==> config.mk <==
export PLATFORM = sky130hd
export DESIGN_NAME = alc_mul
export DESIGN_NICKNAME = d
export VERILOG_FILES = /design/src/rtl/core/alc_pkg.sv /design/src/rtl/core/alc_mul.sv
export SDC_FILE = /design/constraint.sdc
export NUM_CORES = 2
export LEC_CHECK = 0
export BUFFER_PORTS_ARGS = -buffer_cell sky130_fd_sc_hd__buf_2
export CORE_MARGIN = 2
export CORE_UTILIZATION = 55
export CTS_CLUSTER_SIZE = 20
export DETAILED_ROUTE_END_ITERATION = 10
export PLACE_DENSITY = 0.69
export SLEW_MARGIN = 20
export SYNTH_ARGS = -nofsm -noshare
export SYNTH_HDL_FRONTEND = slang
export SYNTH_SLANG_ARGS = --single-unit
==> constraint.sdc <==
create_clock -name clk -period 12 [get_ports clk]
set_input_delay 0.6 -clock clk [delete_from_list [all_inputs] [get_ports clk]]
set_output_delay 0.6 -clock clk [all_outputs]
set_load 0.05 [all_outputs]
==> src/rtl/core/alc_pkg.sv <==
package alc_pkg;

  localparam int COORD_WIDTH_DEF = 32;
  localparam int FRAC_BITS       = 24;
  localparam int LIMB_W          = 32;
  localparam int CFG_IDX_W       = 3;
  localparam int TAG_W           = 16;

  typedef enum logic [CFG_IDX_W-1:0] {
    REG_APERTURE_ENABLE = 3'd0,
    REG_SHAPE_CODE      = 3'd1,
    REG_X_HALF_SIZE     = 3'd2,
    REG_Y_HALF_SIZE     = 3'd3,
    REG_X_OFFSET        = 3'd4,
    REG_Y_OFFSET        = 3'd5,
    REG_MAX_RADIUS      = 3'd6
  } cfg_reg_t;

  typedef enum logic [2:0] {
    SHAPE_CIRCLE    = 3'd0,
    SHAPE_ELLIPSE   = 3'd1,
    SHAPE_RECTANGLE = 3'd2,
    SHAPE_DIAMOND   = 3'd3
  } shape_t;

endpackage

==> src/rtl/core/alc_mul.sv <==
module alc_mul #(
  parameter int WA = alc_pkg::COORD_WIDTH_DEF,
  parameter int WB = alc_pkg::COORD_WIDTH_DEF
) (
  input  logic             clk,
  input  logic             en,
  input  logic [WA-1:0]    a,
  input  logic [WB-1:0]    b,
  output logic [WA+WB-1:0] p
);
  import alc_pkg::*;

  localparam int NA = (WA + LIMB_W - 1) / LIMB_W;
  localparam int NB = (WB + LIMB_W - 1) / LIMB_W;
  localparam int PA = NA * LIMB_W;
  localparam int PB = NB * LIMB_W;
  localparam int RW = PB + LIMB_W;
  localparam int WP = WA + WB;

  logic [PA-1:0]         a_pad;
  logic [PB-1:0]         b_pad;
  logic [2*LIMB_W-1:0]   pp_r [NA][NB];
  logic [RW-1:0]         row_nxt [NA];
  logic [RW-1:0]         row_r [NA];
  logic [WP-1:0]         p_nxt;
  logic [WP-1:0]         p_r;

  assign a_pad = PA'(a);
  assign b_pad = PB'(b);

  // stage 1: limb by limb partial products
  always_ff @(posedge clk) begin
    if (en) begin
      for (int i = 0; i < NA; i++) begin
        for (int j = 0; j < NB; j++) begin
          pp_r[i][j] <= (2*LIMB_W)'(a_pad[i*LIMB_W +: LIMB_W]) *
                        (2*LIMB_W)'(b_pad[j*LIMB_W +: LIMB_W]);
        end
      end
    end
  end

  // stage 2: one row per limb of a
  always_comb begin
    for (int i = 0; i < NA; i++) begin
      row_nxt[i] = '0;
      for (int j = 0; j < NB; j++) begin
        row_nxt[i] = row_nxt[i] + (RW'(pp_r[i][j]) << (j * LIMB_W));
      end
    end
  end

  always_ff @(posedge clk) begin
    if (en) begin
      row_r <= row_nxt;
    end
  end

  // stage 3: fold the rows; bits above WP are known zero in the true product
  always_comb begin
    p_nxt = '0;
    for (int i = 0; i < NA; i++) begin
      p_nxt = p_nxt + (WP'(row_r[i]) << (i * LIMB_W));
    end
  end

  always_ff @(posedge clk) begin
    if (en) begin
      p_r <= p_nxt;
    end
  end

  assign p = p_r;

endmodule

==> metrics <==
status finished, final reports clean; Fillers between 6k and 7k; share of cells above drive strength 1 4.71%; FP Rows between 90 and 100; Core Util, Final between 50% and 60%; sequential cell area fraction in the yosys report between 10% and 20%; largest net degree at the start of global routing between 100 and 150; remaining global-route overflow 0; routed wire length ~98000 um; RR Startpoint row_r[11]; critical-path cell list buf_2, and2_1, fa_1, fa_1, inv_1, fa_1, fa_1, inv_1, fa_1, fa_1, fa_1, fa_1, ha_1, a21oi_1, o21ai_1, a2111oi_0, o21bai_1, a221oi_1, o221ai_1, a311o_1, a21oi_1, o21ai_1, xor2_1; Max Cap Violations 0; final RePlAce weighted congestion just over 0.9; met3 wire length between 7000 and 8000 um; Cells after Synth 3879; Slew Limit Fails 0; Layout Nets approximately 5k; worst skew pair latency 440 ps; clk buf depth 2; # resized after CTS 0; Post-CTS Hold Buffers 0; I/O Buffers 129; synth warn 0; clock transition at the registers of the reported paths about 80 ps; Worst Hold Class reg2reg; crit path from b[9]; vias in the first global route approximately 28k; die width about 270 um; Net Count, Synth 5104; crit-path max cell delay 610 ps; hpwl dp 76600 um; WL met2 around 47000 um; Pre-antenna DRT Iters 5; Tmin final 8140 ps; Critical path destination pp_r[0][62]; CTS sink cnt roughly 190; TritonCTS clock tree done; area occupied by multi-input gates slightly below 0.03 mm^2; Post-DRT Antenna Nets 0; most used cell, CP fa_1; max_slew headroom a little over a third; clock skew between 6 and 7 ps; Highest Signal Layer met4; initial antenna violation count 2; DR vias 25.8k; synthesis-to-finish area growth 4.20%; endpoints failing setup 0; gr usage total between 20% and 30%; first-pass GRT wire length approximately 160000 um; DR vias/cell between 5 and 6; post-route clock period utilization roughly two thirds; Crit Path Class in2reg; Final Hold Viols 0; core area about 0.07 mm^2; Seq cells post-synth between 150 and 200; RSZ-0062 raised after global routing no; initial core utilization a little under three fifths; Worst Tran Pin Value 965 ps; IO Count 130; WP buf/inv 3; CP arrival approximately 8300 ps; DR iter-0 viols approximately 1.8k; H-tree Lvls 4; Worst R2R Path Depth 0; Syn Area/Cell 10.1 um^2; setup TNS 0 ps; Post-Syn Area between 0.03 and 0.04 mm^2; CP Launch Type primary input; FF-to-FF End p[11]; Distinct cells, synth 56; critical path depth 23; Post-CTS Setup Inserts 0; register area a little under 0.006 mm^2; f_max about 120 MHz; M1 WL 40000 um; Worst path top cell family by delay adder cells; CP required 12190 ps; full die area around 0.073 mm^2; DRC Markers 0; CTS root buf clkbuf_16; crit end category flop; Crit-path slowest cell buf_2; Reg2Reg Setup Slack around 11000 ps; CTS buffer count 17; worst-path fanout max 32; Die H ~270 um; average wire per standard cell approximately 21 um
layer usage:
metal  global-route usage, %  vias to the layer above
li1                        -                    11300
met1                    37.7                    13400
met2                    46.2                      892
met3                    5.56                      163
met4                    8.84                        0
met5                       0                        -
Yosys cell counts (all sizes together):
library cell / count / area (um^2)
nor2: 31 / 116
edfxtp: 192 / 5770
or3b: 1 / 8.76
o2bb2ai: 1 / 8.76
nand3: 16 / 80.1
o21bai: 14 / 105
or3: 2 / 12.5
a21o: 32 / 240
o311ai: 1 / 26.3
nand2: 469 / 1760
xor2: 26 / 228
nand4b: 1 / 8.76
o21a: 5 / 37.5
a221oi: 2 / 23.8
o221ai: 2 / 17.5
inv: 862 / 3240
fa: 896 / 17900
clkbuf: 213 / 802
o31ai: 3 / 27.5
nand2b: 3 / 18.8
nor2b: 7 / 43.8
buf: 11 / 62.6
a41oi: 3 / 26.3
o22ai: 1 / 6.26
a21boi: 5 / 37.5
and2: 601 / 3760
a311o: 2 / 20.0
a2111oi: 2 / 17.5
a31oi: 10 / 68.8
a41o: 1 / 10.0
xnor2: 37 / 324
nor3: 6 / 30.0
ha: 263 / 3290
nand3b: 1 / 7.51
a311oi: 3 / 50.1
nand4: 25 / 163
and3: 10 / 67.6
a21oi: 74 / 374
o21ai: 41 / 209
o31a: 1 / 8.76
o211ai: 3 / 36.3
cell usage in the layout, fill, tap and decap left out, drive strengths merged, types with 2 or more instances in the layout:
master     n
and2     601
edfxtp   192
o31ai      3
or3        2
o21bai    14
o211ai     3
and3      10
xor2      26
clkinv     2
diode      2
a31oi     10
nor2      31
o21a       5
inv      873
a311o      2
a21oi     74
a41oi      3
nand2b     3
buf      136
o221ai     2
a311oi     3
nor2b      7
nor3       6
o21ai     41
a21boi     5
nand3     16
xnor2     37
nand2    469
clkbuf    19
a2111oi    2
ha       263
a221oi     2
nand4     25
fa       896
a21o      32
cell type report:
class                           instances  share of cell area [%]
Tap cell                              940                    2.89
Inverter                              862                    7.95
Multi-Input combinational cell       2601                    71.7
Clock buffer                           18                    1.05
Antenna cell                            2                  0.0123
Clock inverter                         14                   0.446
Timing Repair Buffer                  137                    1.75
Sequential cell                       192                    14.2
cells by family (layout without fill, tap and decap cells):
kind of cell | Yosys count | in the layout | share of synthesized area [%]
flip-flops | 192 | 192 | 14.8
buffers and inverters | 1086 | 1031 | 10.5
AND/OR/NAND/NOR | 1173 | 1173 | 15.6
adder cells (fa/ha/maj) | 1159 | 1159 | 54.3
other | 0 | 2 | 0
XOR/XNOR | 63 | 63 | 1.41
AO/OA/AOI/OAI | 206 | 206 | 3.46
metrics by stage:
stage	cell area, um^2	hold WS (ps)	setup slack [ps]	instances
after floorplan	39100	400	4450	3879
after global placement	40100	401	3540	4732
after detailed placement	40100	405	3410	4732
after CTS	40700	415	3890	4764
after global routing	40700	422	3510	4764
final	40700	415	3860	4766
state kept, by name, summed over array words and instances, names as in the netlist:
signal  cells
row_r      64
p          64
pp_r       64
worst min-delay path by stage:
stage	end	depth (start not counted)	start	slack [ps]
after floorplan	p[0]	0	row_r[0]	400
after global placement	p[55]	0	row_r[55]	400
after detailed placement	p[13]	0	row_r[13]	400
after CTS	row_r[20]	0	pp_r[0][20]	420
after global routing	p[23]	0	row_r[23]	420
final	row_r[20]	0	pp_r[0][20]	410
Power is left out: the tool's default activity adds up to more than one toggle a clock period on the data nets, which glitch-free logic cannot reach.
